$ cat src/hw/rtl/scmd_pkg.sv
// shared types, constants and helpers for the segmented code message decoder
// no dependencies; imported by every module of the block
`default_nettype none

package scmd_pkg;

  localparam int TableDepth   = 256;
  localparam int MaxKeyLength = 7;
  localparam int AddrW        = 8;
  localparam int KeyW         = MaxKeyLength;
  localparam int LenW         = 3;
  localparam int CharW        = 8;

  // every key of length 1..max except each all-ones key
  localparam logic [AddrW-1:0] TableCapacity =
    AddrW'((1 << (MaxKeyLength + 1)) - 2 - MaxKeyLength);

  localparam logic [LenW-1:0] LengthBits = LenW'(3);

  // transaction function codes
  localparam logic [1:0] FUNC_APPEND  = 2'd0;
  localparam logic [1:0] FUNC_BIT     = 2'd1;
  localparam logic [1:0] FUNC_RESTART = 2'd2;

  typedef struct packed {
    logic [1:0]       func;
    logic [CharW-1:0] header_char;
    logic             code_bit;
  } in_item_t;

  typedef struct packed {
    logic [CharW-1:0] out_char;
    logic             message_end;
  } out_item_t;

  // table port requests from the parser
  typedef struct packed {
    logic             wr_en;
    logic [AddrW-1:0] wr_addr;
    logic [CharW-1:0] wr_data;
    logic             rd_en;
    logic [AddrW-1:0] rd_addr;
  } mem_req_t;

  // result event from the parser
  typedef struct packed {
    logic valid;
    logic msg_end;
    logic hit;
  } lookup_t;

  // first table index of keys with the given length
  function automatic logic [AddrW-1:0] key_base(input logic [LenW-1:0] len);
    logic [AddrW:0] ones;
    ones = (AddrW+1)'((1 << len) - 1);
    return AddrW'(ones - (AddrW+1)'(len));
  endfunction

  // all-ones key of the given length
  function automatic logic [KeyW-1:0] all_ones_key(input logic [LenW-1:0] len);
    logic [KeyW:0] ones;
    ones = (KeyW+1)'((1 << len) - 1);
    return ones[KeyW-1:0];
  endfunction

endpackage

`default_nettype wire

$ cat src/hw/rtl/segmented_code_message_decoder_unit.sv
// top level of the segmented code message decoder
// depends on scmd_pkg, scmd_parser and scmd_table_ram
//
// usage:
//   input channel (in_valid/in_ready/in_data) carries one transaction per item:
//   append a header character, one code bit, or restart a new message.
//   header characters fill the code table in key order (up to 247, the rest
//   are dropped). code bits are parsed as a 3-bit segment length, msb first,
//   then keys of that length, until the all-ones key closes the segment.
//   every other key yields one result transaction on out_valid/out_ready/
//   out_data carrying its table character (zero beyond the loaded count).
//   a zero segment length yields a result with message_end set.
// timing:
//   one input transaction per cycle while in_ready is high. a result is
//   registered first in the lookup stage, with the table read, and then in
//   the output register. the table read port is the only shared resource.
// reset:
//   synchronous active-low rst_n clears fill count and parse state; table
//   contents are not cleared; a read beyond the fill count is masked to zero.
// stall:
//   a lookup stage and the output register give two slots of buffering, so
//   input stays ready while a finished result waits; in_ready drops only
//   when both slots are full and out_ready is low.
`default_nettype none

module segmented_code_message_decoder_unit (
  input  wire logic                 clk,
  input  wire logic                 rst_n,
  input  wire logic                 in_valid,
  output logic                      in_ready,
  input  wire scmd_pkg::in_item_t   in_data,
  output logic                      out_valid,
  input  wire logic                 out_ready,
  output scmd_pkg::out_item_t       out_data
);
  import scmd_pkg::*;

  mem_req_t         req;
  lookup_t          ev;
  logic [CharW-1:0] rd_data;
  logic             in_fire;

  // lookup stage: waits for table read data
  logic             p1_v_r;
  logic             p1_end_r;
  logic             p1_hit_r;
  logic             p1_move;

  // output register
  logic             out_v_r;
  out_item_t        out_r;
  out_item_t        out_nxt;

  assign p1_move  = p1_v_r && (!out_v_r || out_ready);
  assign in_ready = !p1_v_r || p1_move;
  assign in_fire  = in_valid && in_ready;

  scmd_parser u_parser (
    .clk   (clk),
    .rst_n (rst_n),
    .fire  (in_fire),
    .item  (in_data),
    .req   (req),
    .ev    (ev)
  );

  scmd_table_ram u_table (
    .clk     (clk),
    .req     (req),
    .rd_data (rd_data)
  );

  // lookup stage control
  always_ff @(posedge clk) begin
    if (!rst_n) begin
      p1_v_r <= 1'b0;
    end else if (in_fire && ev.valid) begin
      p1_v_r <= 1'b1;
    end else if (p1_move) begin
      p1_v_r <= 1'b0;
    end
  end

  always_ff @(posedge clk) begin
    if (in_fire && ev.valid) begin
      p1_end_r <= ev.msg_end;
      p1_hit_r <= ev.hit;
    end
  end

  // misses and the message-end marker carry a zero character
  always_comb begin
    out_nxt.message_end = p1_end_r;
    out_nxt.out_char    = (!p1_end_r && p1_hit_r) ? rd_data : '0;
  end

  always_ff @(posedge clk) begin
    if (!rst_n) begin
      out_v_r <= 1'b0;
    end else if (p1_move) begin
      out_v_r <= 1'b1;
    end else if (out_ready) begin
      out_v_r <= 1'b0;
    end
  end

  always_ff @(posedge clk) begin
    if (p1_move) begin
      out_r <= out_nxt;
    end
  end

  assign out_valid = out_v_r;
  assign out_data  = out_r;

  a_end_has_zero_char: assert property (@(posedge clk) disable iff (!rst_n)
    out_v_r && out_r.message_end |-> out_r.out_char == '0)
    else $error("message end result with nonzero character");

  a_event_enters_stage: assert property (@(posedge clk) disable iff (!rst_n)
    in_fire && ev.valid |=> p1_v_r)
    else $error("result event lost before lookup stage");

  a_stalled_read_holds: assert property (@(posedge clk) disable iff (!rst_n)
    p1_v_r && !p1_move |=> $stable(rd_data))
    else $error("table read data changed under a stalled lookup");

endmodule

`default_nettype wire

$ cat src/hw/rtl/scmd_table_ram.sv
// character table: one write port, one read port with registered data
// depends on scmd_pkg for depth and widths
`default_nettype none

module scmd_table_ram (
  input  wire logic                       clk,
  input  wire scmd_pkg::mem_req_t         req,
  output logic [scmd_pkg::CharW-1:0]      rd_data
);
  import scmd_pkg::*;

  logic [CharW-1:0] mem [TableDepth];
  logic [CharW-1:0] rd_data_r;

  always_ff @(posedge clk) begin
    if (req.wr_en) begin
      mem[req.wr_addr] <= req.wr_data;
    end
  end

  // read data holds until the next read
  always_ff @(posedge clk) begin
    if (req.rd_en) begin
      rd_data_r <= mem[req.rd_addr];
    end
  end

  assign rd_data = rd_data_r;

endmodule

`default_nettype wire

$ cat src/hw/rtl/scmd_parser.sv
// header loading and code bit parsing; drives the table ports
// depends on scmd_pkg
`default_nettype none

module scmd_parser (
  input  wire logic                 clk,
  input  wire logic                 rst_n,
  input  wire logic                 fire,
  input  wire scmd_pkg::in_item_t   item,
  output scmd_pkg::mem_req_t        req,
  output scmd_pkg::lookup_t         ev
);
  import scmd_pkg::*;

  logic [AddrW-1:0] count_r, count_nxt;
  logic             key_phase_r, key_phase_nxt;
  logic [LenW-1:0]  seg_len_r, seg_len_nxt;
  logic [KeyW-1:0]  acc_r, acc_nxt;
  logic [LenW-1:0]  taken_r, taken_nxt;

  logic [KeyW-1:0]  acc_shift;
  logic [LenW-1:0]  taken_inc;
  logic [AddrW-1:0] key_index;

  assign acc_shift = {acc_r[KeyW-2:0], item.code_bit};
  assign taken_inc = taken_r + LenW'(1);
  assign key_index = key_base(seg_len_r) + AddrW'(acc_shift);

  always_comb begin
    count_nxt     = count_r;
    key_phase_nxt = key_phase_r;
    seg_len_nxt   = seg_len_r;
    acc_nxt       = acc_r;
    taken_nxt     = taken_r;
    req.wr_en     = 1'b0;
    req.wr_addr   = count_r;
    req.wr_data   = item.header_char;
    req.rd_en     = 1'b0;
    req.rd_addr   = key_index;
    ev            = '0;
    if (fire) begin
      unique case (item.func)
        FUNC_APPEND: begin
          if (count_r < TableCapacity) begin
            req.wr_en = 1'b1;
            count_nxt = count_r + AddrW'(1);
          end
        end
        FUNC_RESTART: begin
          count_nxt     = '0;
          key_phase_nxt = 1'b0;
          seg_len_nxt   = '0;
          acc_nxt       = '0;
          taken_nxt     = '0;
        end
        FUNC_BIT: begin
          acc_nxt   = acc_shift;
          taken_nxt = taken_inc;
          if (!key_phase_r) begin
            if (taken_inc >= LengthBits) begin
              seg_len_nxt = acc_shift[LenW-1:0];
              acc_nxt     = '0;
              taken_nxt   = '0;
              if (acc_shift[LenW-1:0] == '0) begin
                ev.valid   = 1'b1;
                ev.msg_end = 1'b1;
              end else begin
                key_phase_nxt = 1'b1;
              end
            end
          end else if (taken_inc >= seg_len_r) begin
            acc_nxt   = '0;
            taken_nxt = '0;
            if (acc_shift == all_ones_key(seg_len_r)) begin
              key_phase_nxt = 1'b0;
              seg_len_nxt   = '0;
            end else begin
              // only indexes below the fill count hold currently loaded characters
              req.rd_en = 1'b1;
              ev.valid  = 1'b1;
              ev.hit    = key_index < count_r;
            end
          end
        end
        default: begin
        end
      endcase
    end
  end

  always_ff @(posedge clk) begin
    if (!rst_n) begin
      count_r     <= '0;
      key_phase_r <= 1'b0;
      seg_len_r   <= '0;
      acc_r       <= '0;
      taken_r     <= '0;
    end else begin
      count_r     <= count_nxt;
      key_phase_r <= key_phase_nxt;
      seg_len_r   <= seg_len_nxt;
      acc_r       <= acc_nxt;
      taken_r     <= taken_nxt;
    end
  end

  a_key_phase_has_len: assert property (@(posedge clk) disable iff (!rst_n)
    key_phase_r |-> seg_len_r != '0)
    else $error("key phase with zero segment length");

  a_count_capped: assert property (@(posedge clk) disable iff (!rst_n)
    count_r <= TableCapacity)
    else $error("fill count beyond table capacity");

  a_len_bits_bounded: assert property (@(posedge clk) disable iff (!rst_n)
    !key_phase_r |-> taken_r < LengthBits)
    else $error("length field overran its width");

endmodule

`default_nettype wire

$ cat config.mk
export PLATFORM = sky130hd
export DESIGN_NAME = segmented_code_message_decoder_unit
export DESIGN_NICKNAME = d
export VERILOG_FILES = /design/src/hw/rtl/scmd_pkg.sv /design/src/hw/rtl/segmented_code_message_decoder_unit.sv /design/src/hw/rtl/scmd_table_ram.sv /design/src/hw/rtl/scmd_parser.sv
export SDC_FILE = /design/constraint.sdc
export NUM_CORES = 2
export LEC_CHECK = 0
export BUFFER_PORTS_ARGS = -buffer_cell sky130_fd_sc_hd__buf_2
export CORE_MARGIN = 5
export CORE_UTILIZATION = 50
export CTS_BUF_LIST = sky130_fd_sc_hd__clkbuf_2 sky130_fd_sc_hd__clkbuf_4 sky130_fd_sc_hd__clkbuf_8
export CTS_CLUSTER_SIZE = 25
export DETAILED_ROUTE_END_ITERATION = 10
export PLACE_DENSITY = 0.66
export RECOVER_POWER = 100
export SETUP_SLACK_MARGIN = 0.5
export SKIP_LAST_GASP = 1
export SLEW_MARGIN = 20
export SYNTH_ARGS = -nofsm -noshare
export SYNTH_HDL_FRONTEND = slang
export SYNTH_SLANG_ARGS = --single-unit
$ cat constraint.sdc
create_clock -name clk -period 6.4 [get_ports clk]
set_input_delay 0.96 -clock clk [delete_from_list [all_inputs] [get_ports clk]]
set_output_delay 0.96 -clock clk [all_outputs]
set_load 0.02 [all_outputs]
Word-level counts from Yosys, hierarchy flattened
Memory sizes are Yosys's and may differ from the RTL's. A register that Yosys moved wholly into a read port is not among the register bits.
Index checks and enable logic that the tools add are counted.

storage, ports and cells
  register bits after elaboration = 34
  memory bits (writable) = 2,048
  input bits = 15
  output and inout bits = 11
  word-level logic and storage cells = 97
  memories = 1

memory list
  memory       depth  bits a word  read ports  clocked after Yosys merged registers in  wr ports  RTL line              source
  u_table.mem  256    8            1           1                                        1         scmd_table_ram.sv:12  logic [CharW-1:0] mem [TableDepth];

operators by class
  add/subtract/negate cells = 5
  magnitude comparators = 4
  eq/ne operators = 7
  shifts and indexed selects = 1
  mux-type cells = 43
  bitwise operators = 5
  reduce and logical (&&, ||, !) cells = 20

operators with widths
  operator                                                             count
  3-bit 2-to-1 mux                                                     9
  1-bit 2-to-1 mux                                                     23
  6-bit 2-to-1 mux                                                     3
  8-bit case mux with 2 select lines                                   1
  3-bit case mux with 2 select lines                                   2
  6-bit case mux with 2 select lines                                   1
  8-bit by 1-bit adder with 8-bit output (second input constant)       1
  8-bit by 7-bit adder with 8-bit output                               1
  8-bit less-than comparator                                           1
  8-bit less-than comparator (second input constant)                   1
  8-bit 2-to-1 mux                                                     1
  2-bit nonzero test                                                   4
  1-bit by 3-bit << shifter with 8-bit output (first input constant)   1
  8-bit by 2-bit subtractor with 8-bit output (second input constant)  1
  8-bit by 3-bit subtractor with 8-bit output                          1
  7-bit equality test                                                  1
  3-bit inequality test (second input constant)                        2
  1-bit inverter                                                       5
  5-bit AND reduction                                                  1
  5-bit OR reduction                                                   1
  1-bit logical AND                                                    4
  2-bit 2-to-1 mux                                                     2
  4-bit OR reduction                                                   1
  3-bit by 1-bit adder with 3-bit output (second input constant)       1
  13 further kinds                                                     16

Depth between registers and ports, before layout
  depth in word-level cells = 12
  mapped depth = 20
  gate-level depth less buffers = 17

Modules after synthesis
A second synthesis with hierarchy kept.

second synthesis, totals
  cell total of the unflattened synthesis = 3,998
  area, all modules = 82,111.3 um2

modules (own cells, without submodules)
  module                               instances  cells each  area an instance (um2)  sequential area each (um2)
  scmd_table_ram                       1          3,733       79,636.4                61,739.2
  scmd_parser                          1          235         1,971.9                 420.4
  segmented_code_message_decoder_unit  1          30          503.0                   370.4

Worst setup path after synthesis
No wires, ideal clock.

  path type = register -> register
  from = register u_parser.seg_len_r[0]
  to = register p1_hit_r, data pin
  setup time = 203 ps
  arrival time = 4,431 ps
  required time = 6,197 ps
  setup slack = 1,766 ps
  cell stages (with the launch flop) = 18
  buffers on the path = 3
  period minus slack after synthesis = 4,634 ps
  path through = dfxtp_1 or3_1 ha_1 inv_1 fa_1 inv_1 fa_1 buf_4 inv_2 buf_2 buf_2 ha_1 a21o_1 a21o_1 a21o_1 a21o_1 a211o_1 a2111oi_1

on the way
  word-level cells in the longest chain between the ends = 5
  elaborated cells on any way between the ends = 9
  classes of those cells = add/sub: 3; order compare: 2; eq/ne: 1; shift: 1; bitwise: 1; reduce/logical: 1

RTL lines
  what                                         RTL line                                   source
  start: declaration                           scmd_parser.sv:17                          logic [LenW-1:0] seg_len_r, seg_len_nxt;
  start signal: assignment                     scmd_parser.sv:101                         seg_len_r <= seg_len_nxt;
  1-bit by 3-bit << shifter with 8-bit output  scmd_pkg.sv:55                             ones = (AddrW+1)'((1 << len) - 1);
  8-bit by 2-bit subtractor with 8-bit output  scmd_pkg.sv:55
  8-bit by 3-bit subtractor with 8-bit output  scmd_pkg.sv:56                             return AddrW'(ones - (AddrW+1)'(len));
  8-bit by 7-bit adder with 8-bit output       scmd_parser.sv:27                          assign key_index = key_base(seg_len_r) + AddrW'(acc_shift);
  8-bit less-than comparator                   scmd_parser.sv:81                          ev.hit = key_index < count_r;
  end signal: assignment                       segmented_code_message_decoder_unit.sv:87  p1_hit_r <= ev.hit;
  end: declaration                             segmented_code_message_decoder_unit.sv:46  logic p1_hit_r;

Several ways; a longest one is shown, not always the timed one.
A chain may end at the register's enable or synchronous reset.

Final worst setup path
  from = input in_data[3] (netlist name)
  to = memory u_table.mem[113][2], data pin

RTL lines
  what                RTL line                                   source
  start: declaration  segmented_code_message_decoder_unit.sv:31  input wire scmd_pkg::in_item_t in_data,
  end: declaration    scmd_table_ram.sv:12

No word-level cell before the write port.

==> impl_metrics.ini <==
[synthesis]
synth.distinct_cells = 81
synthFlopType = edfxtp_1
yosys.area.top_type = edfxtp_1
ys_ff_latch = 2090
synth_area_mm2 = 0.0837
yosysWarnings = 0
synth_cells = 4297
synth-edff-count = 2067
synth_seq_area_share_pct = 74.7
synth_top_area_share_pct = 74.1
synth.avg_cell_area_um2 = 19.5
ys_async_sr_fraction_pct = 0
synthTopCellsByArea = edfxtp_1, mux4_2, mux2i_1

[floorplan]
std_cell_rows = 150
start_util_pct = 50.2
design.die.area_mm2 = 0.176
io_pins = 26
die_w_um = 419
core_mm2 = 0.167
die_y_um = 419

[worst_setup_path]
startpoint = in_data[3]
crit_type = input pin to register
path_cells = clkbuf_1 > buf_2
path_depth = 2
required_ns = 6.59
cpLargestDelayFamily = buffers and inverters
cp_slowest_cell = buf_2
reg2reg_slack_ns = 0.68
ff2ff_path_depth = 14
crit_end = u_table.mem[113][2]
cp_data_arrival_time_ns = 5.92
r2r-end = u_table.rd_data[0]
cp_max_fo = 208
path_buf_inv = 2
critPathLaunchType = input pin
cp-end-kind = register
rr_startpoint = u_parser.seg_len_r[0]
cpPeakStageDelay_ns = 2.92

[sta]
worstMarginPinSlew_ns = 6.34
rsz0062_at_grt = false
fmax_mhz = 175
fin_ws_ns = 0.669
finalMaxSlewViolations = 1492
min_period_over_period_pct = 89.5
setup_viol = 0
clock_skew_ns = 0.0841
finalHoldViolCount = 0
fin_setup_tns_ns = 0
period_minus_slack_ns = 5.73
relSlewSlack_pct = -323

[global_routing]
grt_pass1_wl_um = 294000
antenna_found_initial = 6
overflow = 0
grt.total_usage_pct = 23.0
grt_pass1_vias = 42900
grt_start_max_net_pins = 209

[clocking]
clk_pin_slew_worst_paths_ns = 0.06
cts_tree = yes
cts_resized = 0
cts_hold_buf = 0
htree_num_levels = 5
cts.sinks = 2090
clk_latency_ns = 1.05
numCtsBuffers = 341
postCtsSetupBuffers = 0
clockBufferDepth = 4
cts_root_buf = clkbuf_8

[placed_design]
dpl_worst_slack_ns = 0.783
dp_hpwl_um = 114000
io_buffers = 25
place_congestion = 0.855
placed_cell_area_mm2 = 0.0865

[cells_and_area]
drive_gt1_share_pct = 20.7
area.growth.synth_to_final_pct = 10.4
nNetsFinal = 4620
final_util_pct = 55.4
design_area_mm2 = 0.0924

[power]
swShare_pct = 23.5
pwr-share-comb_pct = 8.6
p_total_mw = 28.4
leakage_nw = 30.7
clockPowerShare_pct = 38.1
powerDensity_mw_per_mm2 = 307
switchingPower_mw = 6.69
p_int_mw = 21.7
ir_drop_mv = 0.209
pwr-share-seq_pct = 53.3

[route]
wl_um = 202000
dr_total_vias = 42700
initialDrtViolationCount = 5182
drc_errors = 0
route.antenna.remaining_nets = 0
viasPerCell = 6.09
firstDrtPassIters = 7
wl_per_cell_um = 28.8

[outcome]
violations = capacitance limit, slew limit
status = finished with violations

[run]
drv_cap = 26

[worst_hold_path]
hp-class = input pin to register
sequential cells by signal, indices dropped and copies added, names as in the netlist, 3 cells and up:
| signal | cells |
|---|---|
| u_parser.taken_r | 3 |
| u_table.mem | 2048 |
| u_table.rd_data | 8 |
| out_data | 9 |
| u_parser.acc_r | 6 |
| u_parser.count_r | 8 |
| u_parser.seg_len_r | 3 |
per-layer routing:
| metal | vias up | global-route usage (%) | wire length, µm |
|---|---|---|---|
| li1 | 18000 | - | - |
| met1 | 22300 | 32.9 | 82300 |
| met2 | 2010 | 35.0 | 94700 |
| met3 | 361 | 5.53 | 18500 |
| met4 | 2 | 8.39 | 6570 |
| met5 | - | 0 | 7 |
cell families after synthesis:
family                     count (synthesis)  synth area share (%)
adders and majority gates                 35                 0.550
other                                      1               0.00448
DFF                                     2090                  74.7
xor gates and xnor gates                  19                 0.233
and+or+nand+nor                          865                  4.57
buffers and inverters                    295                  2.10
AOI/OAI and AO/OA                        315                  2.78
muxes                                    677                  15.1
power groups by stage:
stage / combinational [mW] / clock [mW] / sequential, mW
2_1_floorplan: 1.55 / 0 / 15.4
3_3_place_gp: 2.42 / 0 / 15.4
3_5_place_dp: 2.45 / 0 / 15.4
4_1_cts: 2.45 / 11.0 / 15.1
5_1_grt: 2.59 / 11.7 / 15.1
6_report: 2.45 / 10.8 / 15.1
layout make-up:
| class | count | area, µm² |
|---|---|---|
| Antenna cell | 4 | 10.0 |
| Clock buffer | 432 | 5420 |
| Clock inverter | 143 | 753 |
| Fill cell | 12600 | 74400 |
| Inverter | 43 | 176 |
| Multi-Input combinational cell | 1983 | 19800 |
| Sequential cell | 2090 | 62500 |
| Tap cell | 2204 | 2760 |
| Timing Repair Buffer | 111 | 1030 |
stage by stage:
stage / hold slack [ns] / instances
after global routing: 0.212 / 7007
after CTS: 0.142 / 7006
after floorplan: 0.427 / 4368
after detailed placement: 0.470 / 6431
final: 0.239 / 7010
after global placement: 0.462 / 6431
worst register-to-register path, delay by kind of cell (launching register included):
kind / cells / cell delay, ns
simple gates: 4 / 1.32
mux: 1 / 0.40
buf+inv: 3 / 0.62
flops: 1 / 0.40
fa+ha+maj: 3 / 1.92
compound gates: 3 / 0.79
cell usage after synthesis (4+ instances only):
cell,n
nor2_1,289
clkbuf_8,4
o211ai_1,8
mux4_1,72
nand3_1,63
edfxtp_1,2067
a21oi_1,85
ha_1,32
a311o_1,17
and3_1,48
a31oi_1,11
mux2_2,14
buf_2,102
xor2_1,5
buf_4,16
buf_8,4
nor3b_1,6
a211oi_1,31
buf_1,15
a22oi_1,68
dfxtp_1,23
o22ai_1,15
buf_12,10
and2_1,25
clkbuf_1,72
a221oi_1,30
nor3_1,14
mux2i_1,218
nor2b_1,14
mux4_2,373
inv_1,39
xnor2_1,11
nand4_1,18
nand2b_1,5
a21o_1,7
o21a_1,5
buf_6,27
a21boi_0,5
nor4_1,39
nand2_1,322
placed cells by master (no fill, tap or decap), types with 36 or more instances in the layout:
cell type and count:
a21oi_1 85, clkbuf_8 348, edfxtp_1 2067, nand2_1 321, clkinv_2 36, mux2i_1 217, nand3_1 63, mux4_1 72
a22oi_1 68, conb_1 72, clkinv_1 92, and3_1 48, inv_1 39, buf_4 51, mux4_2 373, nor2_1 288
clkbuf_4 84, nor4_1 39
worst min-delay path by stage:
stage	from	end	slack, ns	cells past startpoint
after CTS	out_ready	out_valid	0.14	3
after floorplan	p1_end_r	out_data[0]	0.43	0
after detailed placement	p1_v_r	out_valid	0.47	1
after global routing	out_ready	out_valid	0.21	3
final	out_ready	out_valid	0.24	3
after global placement	p1_v_r	out_valid	0.46	1
No activity file was read; power rests on OpenSTA's default activity.
